===== config.mk =====
export PLATFORM = sky130hd
export DESIGN_NAME = rotor_stack_substitution_flat
export DESIGN_NICKNAME = d
export VERILOG_FILES = /design/src/rsu_pkg.sv /design/src/rsu_in_if.sv /design/src/rsu_out_if.sv /design/src/rsu_ram.sv /design/src/rotor_stack_substitution.sv /design/src/flat_wrapper.sv
export SDC_FILE = /design/constraint.sdc
export NUM_CORES = 2
export LEC_CHECK = 0
export ABC_AREA = 1
export BUFFER_PORTS_ARGS = -buffer_cell sky130_fd_sc_hd__buf_2
export CAP_MARGIN = 20
export CORE_MARGIN = 3
export CORE_UTILIZATION = 40
export DETAILED_ROUTE_END_ITERATION = 10
export PLACE_DENSITY_LB_ADDON = 0.1
export SLEW_MARGIN = 20
export SYNTH_ARGS = -nofsm -noshare
export SYNTH_HDL_FRONTEND = slang
export SYNTH_SLANG_ARGS = --single-unit

===== constraint.sdc =====
create_clock -name clk -period 11.2 [get_ports clk]
set_clock_uncertainty 0.1 [all_clocks]
set_input_delay 1.68 -clock clk [delete_from_list [all_inputs] [get_ports clk]]
set_output_delay 1.68 -clock clk [all_outputs]
set_load 0.1 [all_outputs]

===== src/rsu_pkg.sv =====
`timescale 1ns / 1ps

package rsu_pkg;

  // Field widths fixed by the item format.
  localparam int FUNC_W   = 3;
  localparam int LETTER_W = 5;
  localparam int ROT_W    = 3;
  localparam int CFG_W    = 4;

  // Defaults for the top-level parameters.
  localparam int MAX_ROTORS_DEF    = 8;
  localparam int ALPHABET_SIZE_DEF = 26;

  // Item function codes; the two unused codes fall to the default arm.
  typedef enum logic [FUNC_W-1:0] {
    FN_STEP  = 3'd0,
    FN_FWD   = 3'd1,
    FN_BWD   = 3'd2,
    FN_WIRE  = 3'd3,
    FN_POS   = 3'd4,
    FN_NOTCH = 3'd5
  } func_code_t;

  // Sequencer states.
  typedef enum logic [2:0] {
    S_IDLE,
    S_EXEC,
    S_STEP,
    S_FWD_RD,
    S_FWD_WB,
    S_BWD_SETUP,
    S_BWD_SCAN,
    S_DONE
  } state_t;

endpackage


===== src/rsu_in_if.sv =====
`timescale 1ns / 1ps

interface rsu_in_if
  import rsu_pkg::*;
  ();
  logic                valid;
  logic                ready;
  logic [FUNC_W-1:0]   func;
  logic [LETTER_W-1:0] letter;
  logic [ROT_W-1:0]    rotor_index;
  logic [LETTER_W-1:0] entry_index;
  logic [LETTER_W-1:0] entry_value;
  logic [LETTER_W-1:0] new_position;
  logic                notch_flag;

  modport source (
    output valid, func, letter, rotor_index, entry_index, entry_value,
           new_position, notch_flag,
    input  ready
  );
  modport sink (
    input  valid, func, letter, rotor_index, entry_index, entry_value,
           new_position, notch_flag,
    output ready
  );
endinterface


===== src/rsu_out_if.sv =====
`timescale 1ns / 1ps

interface rsu_out_if
  import rsu_pkg::*;
  ();
  logic                valid;
  logic                ready;
  logic [LETTER_W-1:0] letter_out;
  logic                mapping_missing;

  modport source (
    output valid, letter_out, mapping_missing,
    input  ready
  );
  modport sink (
    input  valid, letter_out, mapping_missing,
    output ready
  );
endinterface


===== src/rsu_ram.sv =====
`timescale 1ns / 1ps

// Simple dual-port RAM: one write port, one read port with registered data.
module rsu_ram #(
  parameter int WIDTH = 5,
  parameter int DEPTH = 208,
  localparam int AW = (DEPTH > 1) ? $clog2(DEPTH) : 1
) (
  input  logic             clk,
  input  logic             we,
  input  logic [AW-1:0]    waddr,
  input  logic [WIDTH-1:0] wdata,
  input  logic [AW-1:0]    raddr,
  output logic [WIDTH-1:0] rdata
);

  logic [WIDTH-1:0] mem_r [DEPTH];

  always_ff @(posedge clk) begin
    if (we) begin
      mem_r[waddr] <= wdata;
    end
    rdata <= mem_r[raddr];
  end

endmodule


===== src/rotor_stack_substitution.sv =====
`timescale 1ns / 1ps

// Rotor stack substitution engine. Each input beat carries one item (step,
// forward pass, backward pass, or a load of wiring, position or notch) and
// yields exactly one result beat. Items are handled one at a time by a small
// sequencer around a modular adder, modular subtract logic and a wiring RAM
// with one read port; the input is not ready while an item is in work. A
// step advances the first active rotor and carries on to the next while the
// rotor lands on a notch; a forward pass does one RAM read and one modular
// update per rotor; a backward pass runs a one-entry-per-cycle inverse search
// through each rotor's wiring, from the last active rotor down, and is
// shorter when the search hits early or fails. With no rotors in use a pass
// or a step goes straight to the result. The input is ready again in the
// same cycle the result is offered; both wait while the previous result
// still waits to be taken. Wiring entries hold garbage until written;
// positions and notch masks clear on reset. The rotor count register may
// only be written while no item is in work.
module rotor_stack_substitution
  import rsu_pkg::*;
#(
  parameter int MAX_ROTORS    = MAX_ROTORS_DEF,
  parameter int ALPHABET_SIZE = ALPHABET_SIZE_DEF
) (
  input  logic             clk,
  input  logic             rst_n,
  rsu_in_if.sink           in_bus,
  rsu_out_if.source        out_bus,
  input  logic             cfg_we,
  input  logic [CFG_W-1:0] cfg_wdata
);

  localparam int LW    = LETTER_W;
  localparam int CW    = $clog2(MAX_ROTORS + 1);
  localparam int RIW   = (MAX_ROTORS > 1) ? $clog2(MAX_ROTORS) : 1;
  localparam int DEPTH = MAX_ROTORS * ALPHABET_SIZE;
  localparam int AW    = (DEPTH > 1) ? $clog2(DEPTH) : 1;

  // Residue table for 5-bit values; built at elaboration.
  logic [LW-1:0] mod_lut [2**LW];
  for (genvar g = 0; g < 2**LW; g++) begin : g_mod
    assign mod_lut[g] = LW'(g % ALPHABET_SIZE);
  end

  // Subtract modulo the alphabet for operands already in range.
  function automatic logic [LW-1:0] mod_sub(input logic [LW-1:0] a,
                                            input logic [LW-1:0] p);
    logic [LW:0] t;
    if (a >= p) begin
      t = {1'b0, a} - {1'b0, p};
    end else begin
      t = {1'b0, a} + (LW+1)'(ALPHABET_SIZE) - {1'b0, p};
    end
    return t[LW-1:0];
  endfunction

  state_t state_r, state_nxt;

  // Captured item fields.
  logic [FUNC_W-1:0]   func_r, func_nxt;
  logic [LW-1:0]       letter_r, letter_nxt;
  logic [ROT_W-1:0]    rot_in_r, rot_in_nxt;
  logic [LW-1:0]       ent_r, ent_nxt;
  logic [LW-1:0]       val_r, val_nxt;
  logic [LW-1:0]       npos_r, npos_nxt;
  logic                nflag_r, nflag_nxt;

  // Sequencer working registers.
  logic [CW-1:0]       rot_r, rot_nxt;
  logic [LW-1:0]       d_r, d_nxt;
  logic [LW-1:0]       tgt_r, tgt_nxt;
  logic [LW-1:0]       ic_r, ic_nxt;
  logic                issue_r, issue_nxt;
  logic                chk_vld_r, chk_vld_nxt;
  logic [LW-1:0]       chk_idx_r, chk_idx_nxt;
  logic                miss_r, miss_nxt;

  // Rotor state and configuration.
  logic [LW-1:0]            pos_r [MAX_ROTORS];
  logic [LW-1:0]            pos_nxt [MAX_ROTORS];
  logic [ALPHABET_SIZE-1:0] notch_r [MAX_ROTORS];
  logic [ALPHABET_SIZE-1:0] notch_nxt [MAX_ROTORS];
  logic [CFG_W-1:0]         cfg_r, cfg_nxt;

  // Result register.
  logic                out_valid_r, out_valid_nxt;
  logic [LW-1:0]       out_letter_r, out_letter_nxt;
  logic                out_miss_r, out_miss_nxt;

  // RAM port signals.
  logic                ram_we;
  logic [AW-1:0]       ram_waddr;
  logic [AW-1:0]       ram_raddr;
  logic [LW-1:0]       ram_rdata;

  // Shared datapath terms.
  logic [CW-1:0]       n_act;
  logic [RIW-1:0]      rot_idx;
  logic [LW-1:0]       pos_cur;
  logic [LW:0]         sum_w;
  logic [LW-1:0]       sum_mod;
  logic [LW-1:0]       step_pos;
  logic [AW-1:0]       base_addr;
  logic                last_rot;
  logic                in_acc;
  logic                out_free;
  logic                load_ok;
  logic                entry_ok;

  assign in_acc   = in_bus.valid && in_bus.ready;
  assign out_free = !out_valid_r || out_bus.ready;

  // Active rotor count, capped at the stack depth.
  assign n_act = (32'(cfg_r) > MAX_ROTORS) ? CW'(MAX_ROTORS) : CW'(cfg_r);

  assign rot_idx   = rot_r[RIW-1:0];
  assign pos_cur   = pos_r[rot_idx];
  assign base_addr = AW'(32'(rot_idx) * ALPHABET_SIZE);
  assign last_rot  = (rot_r + CW'(1)) >= n_act;

  // Modular add of letter and rotor position.
  assign sum_w   = {1'b0, d_r} + {1'b0, pos_cur};
  assign sum_mod = (sum_w >= (LW+1)'(ALPHABET_SIZE)) ?
                   LW'(sum_w - (LW+1)'(ALPHABET_SIZE)) : LW'(sum_w);
  assign step_pos = (pos_cur == LW'(ALPHABET_SIZE - 1)) ? '0 : pos_cur + LW'(1);

  assign load_ok  = 32'(rot_in_r) < MAX_ROTORS;
  assign entry_ok = 32'(ent_r) < ALPHABET_SIZE;

  // Wiring write happens in the dispatch cycle of a wiring load.
  assign ram_we    = (state_r == S_EXEC) && (func_r == FN_WIRE) && load_ok && entry_ok;
  assign ram_waddr = AW'(32'(rot_in_r) * ALPHABET_SIZE) + AW'(ent_r);
  assign ram_raddr = (state_r == S_BWD_SCAN) ? base_addr + AW'(ic_r)
                                             : base_addr + AW'(sum_mod);

  rsu_ram #(
    .WIDTH (LW),
    .DEPTH (DEPTH)
  ) u_ram (
    .clk   (clk),
    .we    (ram_we),
    .waddr (ram_waddr),
    .wdata (val_r),
    .raddr (ram_raddr),
    .rdata (ram_rdata)
  );

  // Next-state logic.
  always_comb begin
    state_nxt = state_r;
    case (state_r)
      S_IDLE: begin
        if (in_acc) state_nxt = S_EXEC;
      end
      S_EXEC: begin
        case (func_r)
          FN_STEP: state_nxt = (n_act == '0) ? S_DONE : S_STEP;
          FN_FWD:  state_nxt = (n_act == '0) ? S_DONE : S_FWD_RD;
          FN_BWD:  state_nxt = (n_act == '0) ? S_DONE : S_BWD_SETUP;
          default: state_nxt = S_DONE;
        endcase
      end
      S_STEP: begin
        if (!notch_r[rot_idx][step_pos] || last_rot) state_nxt = S_DONE;
      end
      S_FWD_RD: state_nxt = S_FWD_WB;
      S_FWD_WB: state_nxt = last_rot ? S_DONE : S_FWD_RD;
      S_BWD_SETUP: state_nxt = S_BWD_SCAN;
      S_BWD_SCAN: begin
        if (chk_vld_r && ram_rdata == tgt_r) begin
          state_nxt = (rot_r == '0) ? S_DONE : S_BWD_SETUP;
        end else if (chk_vld_r && chk_idx_r == LW'(ALPHABET_SIZE - 1)) begin
          state_nxt = S_DONE;
        end
      end
      S_DONE: begin
        if (out_free) state_nxt = S_IDLE;
      end
      default: state_nxt = S_IDLE;
    endcase
  end

  // Datapath and output logic.
  always_comb begin
    func_nxt    = func_r;
    letter_nxt  = letter_r;
    rot_in_nxt  = rot_in_r;
    ent_nxt     = ent_r;
    val_nxt     = val_r;
    npos_nxt    = npos_r;
    nflag_nxt   = nflag_r;
    rot_nxt     = rot_r;
    d_nxt       = d_r;
    tgt_nxt     = tgt_r;
    ic_nxt      = ic_r;
    issue_nxt   = issue_r;
    chk_vld_nxt = chk_vld_r;
    chk_idx_nxt = chk_idx_r;
    miss_nxt    = miss_r;
    pos_nxt     = pos_r;
    notch_nxt   = notch_r;
    cfg_nxt     = cfg_we ? cfg_wdata : cfg_r;

    out_valid_nxt  = (out_valid_r && out_bus.ready) ? 1'b0 : out_valid_r;
    out_letter_nxt = out_letter_r;
    out_miss_nxt   = out_miss_r;

    case (state_r)
      S_IDLE: begin
        // Capture the item beat; letter and position are reduced on entry.
        if (in_acc) begin
          func_nxt   = in_bus.func;
          letter_nxt = mod_lut[in_bus.letter];
          rot_in_nxt = in_bus.rotor_index;
          ent_nxt    = in_bus.entry_index;
          val_nxt    = in_bus.entry_value;
          npos_nxt   = mod_lut[in_bus.new_position];
          nflag_nxt  = in_bus.notch_flag;
        end
      end
      S_EXEC: begin
        miss_nxt = 1'b0;
        d_nxt    = letter_r;
        rot_nxt  = '0;
        case (func_r)
          FN_BWD: begin
            if (n_act != '0) rot_nxt = n_act - CW'(1);
          end
          FN_POS: begin
            if (load_ok) pos_nxt[rot_in_r[RIW-1:0]] = npos_r;
          end
          FN_NOTCH: begin
            if (load_ok && entry_ok) notch_nxt[rot_in_r[RIW-1:0]][ent_r] = nflag_r;
          end
          default: begin
          end
        endcase
      end
      S_STEP: begin
        // Advance this rotor; carry on while it lands on a notch.
        pos_nxt[rot_idx] = step_pos;
        if (notch_r[rot_idx][step_pos] && !last_rot) rot_nxt = rot_r + CW'(1);
      end
      S_FWD_WB: begin
        d_nxt = mod_sub(mod_lut[ram_rdata], pos_cur);
        if (!last_rot) rot_nxt = rot_r + CW'(1);
      end
      S_BWD_SETUP: begin
        tgt_nxt     = sum_mod;
        ic_nxt      = '0;
        issue_nxt   = 1'b1;
        chk_vld_nxt = 1'b0;
      end
      S_BWD_SCAN: begin
        // One contact issued and one compared per cycle.
        chk_vld_nxt = issue_r;
        chk_idx_nxt = ic_r;
        if (issue_r) begin
          ic_nxt = ic_r + LW'(1);
          if (ic_r == LW'(ALPHABET_SIZE - 1)) issue_nxt = 1'b0;
        end
        if (chk_vld_r && ram_rdata == tgt_r) begin
          d_nxt       = mod_sub(chk_idx_r, pos_cur);
          issue_nxt   = 1'b0;
          chk_vld_nxt = 1'b0;
          if (rot_r != '0) rot_nxt = rot_r - CW'(1);
        end else if (chk_vld_r && chk_idx_r == LW'(ALPHABET_SIZE - 1)) begin
          miss_nxt    = 1'b1;
          issue_nxt   = 1'b0;
          chk_vld_nxt = 1'b0;
        end
      end
      S_DONE: begin
        // Hand the result to the output register once it is free.
        if (out_free) begin
          out_valid_nxt  = 1'b1;
          out_miss_nxt   = miss_r && (func_r == FN_BWD);
          out_letter_nxt = (func_r == FN_FWD || func_r == FN_BWD) ? d_r : '0;
        end
      end
      default: begin
      end
    endcase
  end

  // Registers.
  always_ff @(posedge clk) begin
    if (!rst_n) begin
      state_r     <= S_IDLE;
      issue_r     <= 1'b0;
      chk_vld_r   <= 1'b0;
      out_valid_r <= 1'b0;
      cfg_r       <= '0;
      for (int i = 0; i < MAX_ROTORS; i++) begin
        pos_r[i]   <= '0;
        notch_r[i] <= '0;
      end
    end else begin
      state_r     <= state_nxt;
      issue_r     <= issue_nxt;
      chk_vld_r   <= chk_vld_nxt;
      out_valid_r <= out_valid_nxt;
      cfg_r       <= cfg_nxt;
      pos_r       <= pos_nxt;
      notch_r     <= notch_nxt;
    end
  end

  always_ff @(posedge clk) begin
    func_r       <= func_nxt;
    letter_r     <= letter_nxt;
    rot_in_r     <= rot_in_nxt;
    ent_r        <= ent_nxt;
    val_r        <= val_nxt;
    npos_r       <= npos_nxt;
    nflag_r      <= nflag_nxt;
    rot_r        <= rot_nxt;
    d_r          <= d_nxt;
    tgt_r        <= tgt_nxt;
    ic_r         <= ic_nxt;
    chk_idx_r    <= chk_idx_nxt;
    miss_r       <= miss_nxt;
    out_letter_r <= out_letter_nxt;
    out_miss_r   <= out_miss_nxt;
  end

  assign in_bus.ready            = (state_r == S_IDLE);
  assign out_bus.valid           = out_valid_r;
  assign out_bus.letter_out      = out_letter_r;
  assign out_bus.mapping_missing = out_miss_r;

endmodule


===== src/flat_wrapper.sv =====
// flat-port wrapper written by rule: the top's interface ports become plain ports
module rotor_stack_substitution_flat import rsu_pkg::*;
#(
  parameter int MAX_ROTORS    = MAX_ROTORS_DEF,
  parameter int ALPHABET_SIZE = ALPHABET_SIZE_DEF
)
  (clk, rst_n, cfg_we, cfg_wdata, in_bus_valid, in_bus_func, in_bus_letter, in_bus_rotor_index, in_bus_entry_index, in_bus_entry_value, in_bus_new_position, in_bus_notch_flag, in_bus_ready, out_bus_valid, out_bus_letter_out, out_bus_mapping_missing, out_bus_ready);
  rsu_in_if in_bus_i ();
  rsu_out_if out_bus_i ();
  input  logic clk;
  input  logic rst_n;
  input  logic cfg_we;
  input  logic [CFG_W-1:0] cfg_wdata;
  input wire logic [$bits(in_bus_i.valid)-1:0] in_bus_valid;
  input wire logic [$bits(in_bus_i.func)-1:0] in_bus_func;
  input wire logic [$bits(in_bus_i.letter)-1:0] in_bus_letter;
  input wire logic [$bits(in_bus_i.rotor_index)-1:0] in_bus_rotor_index;
  input wire logic [$bits(in_bus_i.entry_index)-1:0] in_bus_entry_index;
  input wire logic [$bits(in_bus_i.entry_value)-1:0] in_bus_entry_value;
  input wire logic [$bits(in_bus_i.new_position)-1:0] in_bus_new_position;
  input wire logic [$bits(in_bus_i.notch_flag)-1:0] in_bus_notch_flag;
  output wire logic [$bits(in_bus_i.ready)-1:0] in_bus_ready;
  output wire logic [$bits(out_bus_i.valid)-1:0] out_bus_valid;
  output wire logic [$bits(out_bus_i.letter_out)-1:0] out_bus_letter_out;
  output wire logic [$bits(out_bus_i.mapping_missing)-1:0] out_bus_mapping_missing;
  input wire logic [$bits(out_bus_i.ready)-1:0] out_bus_ready;
  assign in_bus_i.valid = in_bus_valid;
  assign in_bus_i.func = in_bus_func;
  assign in_bus_i.letter = in_bus_letter;
  assign in_bus_i.rotor_index = in_bus_rotor_index;
  assign in_bus_i.entry_index = in_bus_entry_index;
  assign in_bus_i.entry_value = in_bus_entry_value;
  assign in_bus_i.new_position = in_bus_new_position;
  assign in_bus_i.notch_flag = in_bus_notch_flag;
  assign in_bus_ready = in_bus_i.ready;
  assign out_bus_valid = out_bus_i.valid;
  assign out_bus_letter_out = out_bus_i.letter_out;
  assign out_bus_mapping_missing = out_bus_i.mapping_missing;
  assign out_bus_i.ready = out_bus_ready;
  rotor_stack_substitution #(.MAX_ROTORS(MAX_ROTORS), .ALPHABET_SIZE(ALPHABET_SIZE)) u_core (.clk(clk), .rst_n(rst_n), .in_bus(in_bus_i), .out_bus(out_bus_i), .cfg_we(cfg_we), .cfg_wdata(cfg_wdata));
endmodule

# Yosys cells after proc, flatten, opt, wreduce, memory -nomap -nowiden
# Memories as Yosys holds them, arrays and structs flattened. A register that Yosys moved wholly into a read port is not among the register bits.
# Index checks and enable logic that the tools add are counted.
# W data, S select, Z words.
[word_totals]
wordCells = 208
ff_bits = 306
out_inout_bits = 8
inputBits = 36
ramBits = 1040
memories = 4
rom_bits = 480
[classes]
n_bitwise = 5
add_sub_neg = 16
multipliers = 2
n_reduce_logical = 37
n_lt_le_gt_ge = 14
muxes = 68
eq_ne = 28
[mem_list]
columns = ["name", "depth", "word_bits", "rd", "rd_ports_with_merged_regs", "write_ports", "line", "rtl"]
rows = [
  ["u_core.u_ram.mem_r", 208, 5, 1, 1, 1, "rsu_ram.sv:17", "logic [WIDTH-1:0] mem_r [DEPTH];"],
  ["(name not given)", 32, 5, 1, 0, 0, "rotor_stack_substitution.sv:244", "d_nxt = mod_sub(mod_lut[ram_rdata], pos_cur);"],
  ["(name not given)", 32, 5, 1, 1, 0, "rotor_stack_substitution.sv:212", "letter_nxt = mod_lut[in_bus.letter];"],
  ["(name not given)", 32, 5, 1, 1, 0, "rotor_stack_substitution.sv:216", "npos_nxt = mod_lut[in_bus.new_position];"],
]
[ops]
columns = ["operator", "count"]
rows = [
  ["$bwmux W208", 1],
  ["$bwmux W40", 2],
  ["$pmux W40 S2", 1],
  ["$bmux W26 S3", 1],
  ["$demux W26 S3", 1],
  ["$mux W26", 3],
  ["$mux W5", 12],
  ["$mux W40", 1],
  ["$demux W5 S3", 2],
  ["$mux W4", 7],
  ["$add A8 B5 Y8", 3],
  ["$mux W3", 8],
  ["$pmux W3 S8", 1],
  ["$sub A5 B5 Y5", 4],
  ["$eq A3 B3 Y1 const B", 6],
  ["$not A5 Y6", 3],
  ["$pmux W4 S4", 1],
  ["$bmux W5 S3", 1],
  ["$eq A5 B5 Y1 const B", 3],
  ["$mux W1", 15],
  ["$pmux W5 S3", 1],
  ["$mul A3 B4 Y7 const B", 2],
  ["$ne A2 B2 Y1 const B", 7],
  ["$eq A3 B2 Y1 const B", 4],
  ["40 further kinds", 80],
]

# Longest topological paths before layout
[logic_depth]
depth_word = 12
mapped_depth = 34
mapped_depth_nobuf = 29

# By module
# From an unflattened synthesis, not the netlist that was laid out.
[unflattened]
cells_unflattened = 5955
area_unflattened_um2 = 60638.2
[by_module_without_submodules]
columns = ["mod", "area_each_um2", "instances", "cells_each"]
rows = [
  ["rsu_ram", 43200.2, 1, 3685],
  ["rotor_stack_substitution", 17438.0, 1, 2270],
]

# Worst setup path before layout
# OpenSTA, ideal clock, no wires.
[synth_path]
path_kind = "register to register"
startpoint = "register u_core.rot_r[1]"
endpoint = "register u_core.u_ram.rdata[3] (read register of u_core.u_ram.mem_r)"
setup_time_ns = 0.114
arrival_ns = 4.978
period_less_slack_ns = 5.191
path_slack_ns = 6.009
path_buffers = 4
path_stages_with_launch = 31
required_ns = 10.986
cell_sequence = "edfxtp_1 -> inv_2 -> buf_2 -> o211ai_1 -> nand2_1 -> inv_1 -> o21ai_2 -> ha_1 -> inv_1 -> fa_1 -> xnor2_1 -> inv_1 -> a21oi_1 -> nand2_1 -> nand2_1 -> xnor2_1 -> nand2_1 -> o21ai_0 -> ha_1 -> fa_1 -> clkbuf_1 -> inv_2 -> clkbuf_1 -> clkbuf_1 -> o221ai_1 -> o211ai_1 -> nand3_1 -> nand3_1 -> nand3_1 -> nand3_1 -> nand2_1"
[synth_via]
elab_chain_cells = 9
[synth_lines]
columns = ["element", "line", "rtl"]
rows = [
  ["start: declaration", "rotor_stack_substitution.sv:68", "logic [CW-1:0] rot_r, rot_nxt;"],
  ["start signal: assignment", "rotor_stack_substitution.sv:316", "rot_r <= rot_nxt;"],
  ["$not A3 Y4 (not written as such) (*)", "rotor_stack_substitution.sv:116", "assign pos_cur = pos_r[rot_idx];"],
  ["$bmux W5 S3 (*)", "rotor_stack_substitution.sv:116", ""],
  ["$mux W5 (not written as such) (*) (2 in series)", "rotor_stack_substitution.sv:116", ""],
  ["$add A5 B5 Y6 (*)", "rotor_stack_substitution.sv:121", "assign sum_w = {1'b0, d_r} + {1'b0, pos_cur};"],
  ["$sub A5 B5 Y5 or $ge A6 B5 Y1 (tied branches)", "rotor_stack_substitution.sv:123, rotor_stack_substitution.sv:122", ""],
  ["$mux W5 (*)", "rotor_stack_substitution.sv:122", "assign sum_mod = (sum_w >= (LW+1)'(ALPHABET_SIZE)) ?"],
  ["named net u_core.sum_mod[1]", "rotor_stack_substitution.sv:100", "logic [LW-1:0] sum_mod;"],
  ["$add A8 B5 Y8 (*)", "rotor_stack_substitution.sv:133", ": base_addr + AW'(sum_mod);"],
  ["$mux W8 (*)", "rotor_stack_substitution.sv:132", "assign ram_raddr = (state_r == S_BWD_SCAN) ? base_addr + AW'(ic_r)"],
  ["end: declaration", "rsu_ram.sv:14", "output logic [WIDTH-1:0] rdata"],
]
# The timed path passes the listed nets; every way through them passes the cells marked *. The select of a mux whose other input is x is not followed.
# A chain may end at the register's enable or synchronous reset.

# Worst setup path in the final report
[layout_path]
startpoint = "register u_core.rot_r[1]"
endpoint = "register u_core.u_ram.rdata[2] (read register of u_core.u_ram.mem_r)"
# Same word-level chain as after synthesis.

==> impl_metrics.yaml <==
setup_path:
  crit_start: "u_core.rot_r[1]"
  cp_max_fo: 105
  r2r_start: "u_core.rot_r[1]"
  cp.arrival_ps: 8830
  path_common_cell: "nand2_1"
  worst_path_largest_cell_delay_ps: 900
  worstPathRequired_ps: 11780
  worstSetupPathType: "flop to flop"
  crit_path_end_kind: "flop"
  critical_path.slowest_cell: "fa_4"
  cp-start-kind: "flop"
clock_tree:
  cts_htree_levels: 4
  postCtsHoldBufs: 0
  cts_made_buffers: 150
  clock_sinks: 1361
  clk_path_buf_depth: 3
  insertion_delay_ps: 780
  path_clk_slew_ps: 60
  cts_resized: 0
  cts_tree: "built"
  root_buffer: "clkbuf_16"
  post_cts_buffers: 0
yosys:
  synthAdderAreaFrac_pct: 1.64
  synth_top_family_by_area: "compound AO/OA/AOI/OAI gates"
  syn_inst: 5337
  synthDistinctLibCells: 65
  synthMuxAreaShare_pct: 0.101
  synth-edff-count: 1098
  ys_warn_count: 0
  synthXorXnorAreaFrac_pct: 0.503
  syn_area_mm2: 0.0592
  ys_seq_area_share_pct: 64.6
  synth_flop_cell: "edfxtp_1"
  avgSynthCellArea_um2: 11.1
  synth_seq_cells: 1361
  synth_async_sr_flop_share_pct: 0
  synth_fp_nets: 5444
  yosys.area_share.simple_pct: 11.3
  synth_compound_area_share_pct: 17.3
finish:
  final_common_cell: "edfxtp_1"
  fin_nets: 5281
  area_growth_pct: 10.4
  diodes: 0
  final_cell_mix: "1098 x edfxtp_1, 869 x nor2_1, 654 x o21ai_0"
  seq_area_mm2: 0.0382
  drive_gt1_share_pct: 7.74
  multi_input_area_mm2: 0.0183
  fillers: 13500
global_routing:
  grt_pass1_vias: 39900
  grt_pass1_wl_um: 265000
  grt_max_degree: 182
  grt-ovfl-total: 0
  met2_usage_pct: 34.6
  use_met3_pct: 3.31
  globalRouteTotalUtil_pct: 22.8
  grt_util_met1_pct: 34.1
  grt_antenna_before_repair: 4
  busiest_layer: "met2"
sta:
  max_freq_ghz: 0.121
  slew_headroom_pct: 27.2
  period_needed_ps: 8250
  worst_pin_slew_ps: 1090
  final.setup.tns_ps: 0
  maxSlewViolCount: 0
  hold_viol_final: 0
  period_share_pct: 73.7
  setup-violations-final: 0
  rsz0062_at_grt: "false"
floorplanning:
  io_pins: 44
  die_x_um: 391
  die_h_um: 391
  coreArea_mm2: 0.146
  die_area_mm2: 0.153
  rows: 140
  start_util_pct: 40.5
min_path:
  hp-class: "flop to flop"
  min_from: "u_core.ic_r[4]"
placement:
  port_buffers: 43
  dp.final_hpwl_um: 99200
  gp_routability_congestion: 0.849
detailed_routing:
  dr_total_vias: 41700
  vias_per_cell: 5.79
  drt-pass1-iter-count: 5
  post-route-drc-count: 0
  drt-initial-drc-count: 4363
  wl_per_cell_um: 24.5
  drtAntennaViolNets: 0
  wirelength_um: 176000
run:
  maxCapViolCount: 0
outcome:
  status: "completed"
==> stage by stage <==
step                      setup slack [ps]  cell area (um^2)  hold WS, ps  utilization, %  instances
final                                 2950             65300          363            44.7       7212
after global routing                  2490             65300          382            44.7       7212
after CTS                             2960             65300          363            44.7       7212
after detailed placement              2990             60600          356            41.4       6939
after global placement                3000             60600          335            41.4       6939
after floorplan                       6010             59200          326               -       5337
==> synthesized netlist by cell type (11+ instances only) <==
master	count	share of area, %
dfxtp_1	263	8.9
buf_4	34	0.43
ha_1	60	1.3
a21oi_1	312	2.6
xnor2_1	15	0.22
nand2_1	380	2.4
o21ai_1	13	0.11
nor3_1	12	0.10
buf_6	15	0.29
a31oi_1	29	0.31
xor2_1	19	0.28
edfxtp_1	1098	56
clkbuf_1	297	1.9
inv_1	187	1.2
o211ai_1	104	1.3
nor4_4	16	0.57
a22oi_1	13	0.16
o221ai_1	107	1.6
nor2_1	869	5.5
o21bai_1	20	0.25
buf_2	79	0.67
nand3_1	238	2.0
fa_1	11	0.37
a311oi_1	208	3.1
o22ai_1	171	1.8
inv_2	17	0.11
o21ai_0	654	5.5
==> kinds of logic after synthesis <==
family | Yosys count
DFF | 1361
and+or+nand+nor | 1562
xor gates and xnor gates | 34
AOI/OAI and AO/OA | 1663
buffers and inverters | 640
adders and majority gates | 71
muxes | 6
==> cell type report <==
cell class	instances	area share [%]
flip-flops and latches	1361	58.5
multi-input cells	3336	28.0
clock buffers	198	6.23
well taps	1917	3.67
repair buffers	116	1.26
inverters	209	1.26
clock inverters	75	1.08
==> registers in the layout, indices dropped and copies added (netlist names), 3 cells and up <==
name and flops:
u_core.letter_r 5, u_core.out_bus.letter_out 5, u_core.tgt_r 5, u_core.cfg_r 4, u_core.func_r 3, u_core.chk_idx_r 5, u_core.notch_r 208, u_core.rot_r 4
u_core.state_r 3, u_core.pos_r 40, u_core.rot_in_r 3, u_core.d_r 5, u_core.npos_r 5, u_core.ic_r 5, u_core.u_ram.mem_r 1040, u_core.u_ram.rdata 5
u_core.val_r 5, u_core.ent_r 5
==> worst paths after layout <==
check                                             end  slack (ps)  cells past startpoint
worst min register to register    u_core.chk_idx_r[4]         360                      0
worst max-delay path            u_core.u_ram.rdata[2]        2950                     28
worst min-delay path              u_core.chk_idx_r[4]         360                      0
worst max register to register  u_core.u_ram.rdata[2]        2950                     28
==> worst max-delay path: cells and delay by family (launching register included) <==
family | cells | cell delay (ps)
AND/OR/NAND/NOR | 9 | 1150
adder cells (fa/ha/maj) | 4 | 1810
XOR/XNOR | 2 | 310
AO/OA/AOI/OAI | 7 | 1460
flip-flops | 1 | 710
buffers and inverters | 6 | 2510
==> layer usage <==
layer  vias up  wire [um]
li1      19400          -
met1     20800      83600
met2      1325      78800
met3       217      10200
met4         0       3740
met5         -          0
Power is left out: the tool's default activity adds up to more than one toggle a clock period on the data nets, which glitch-free logic cannot reach.
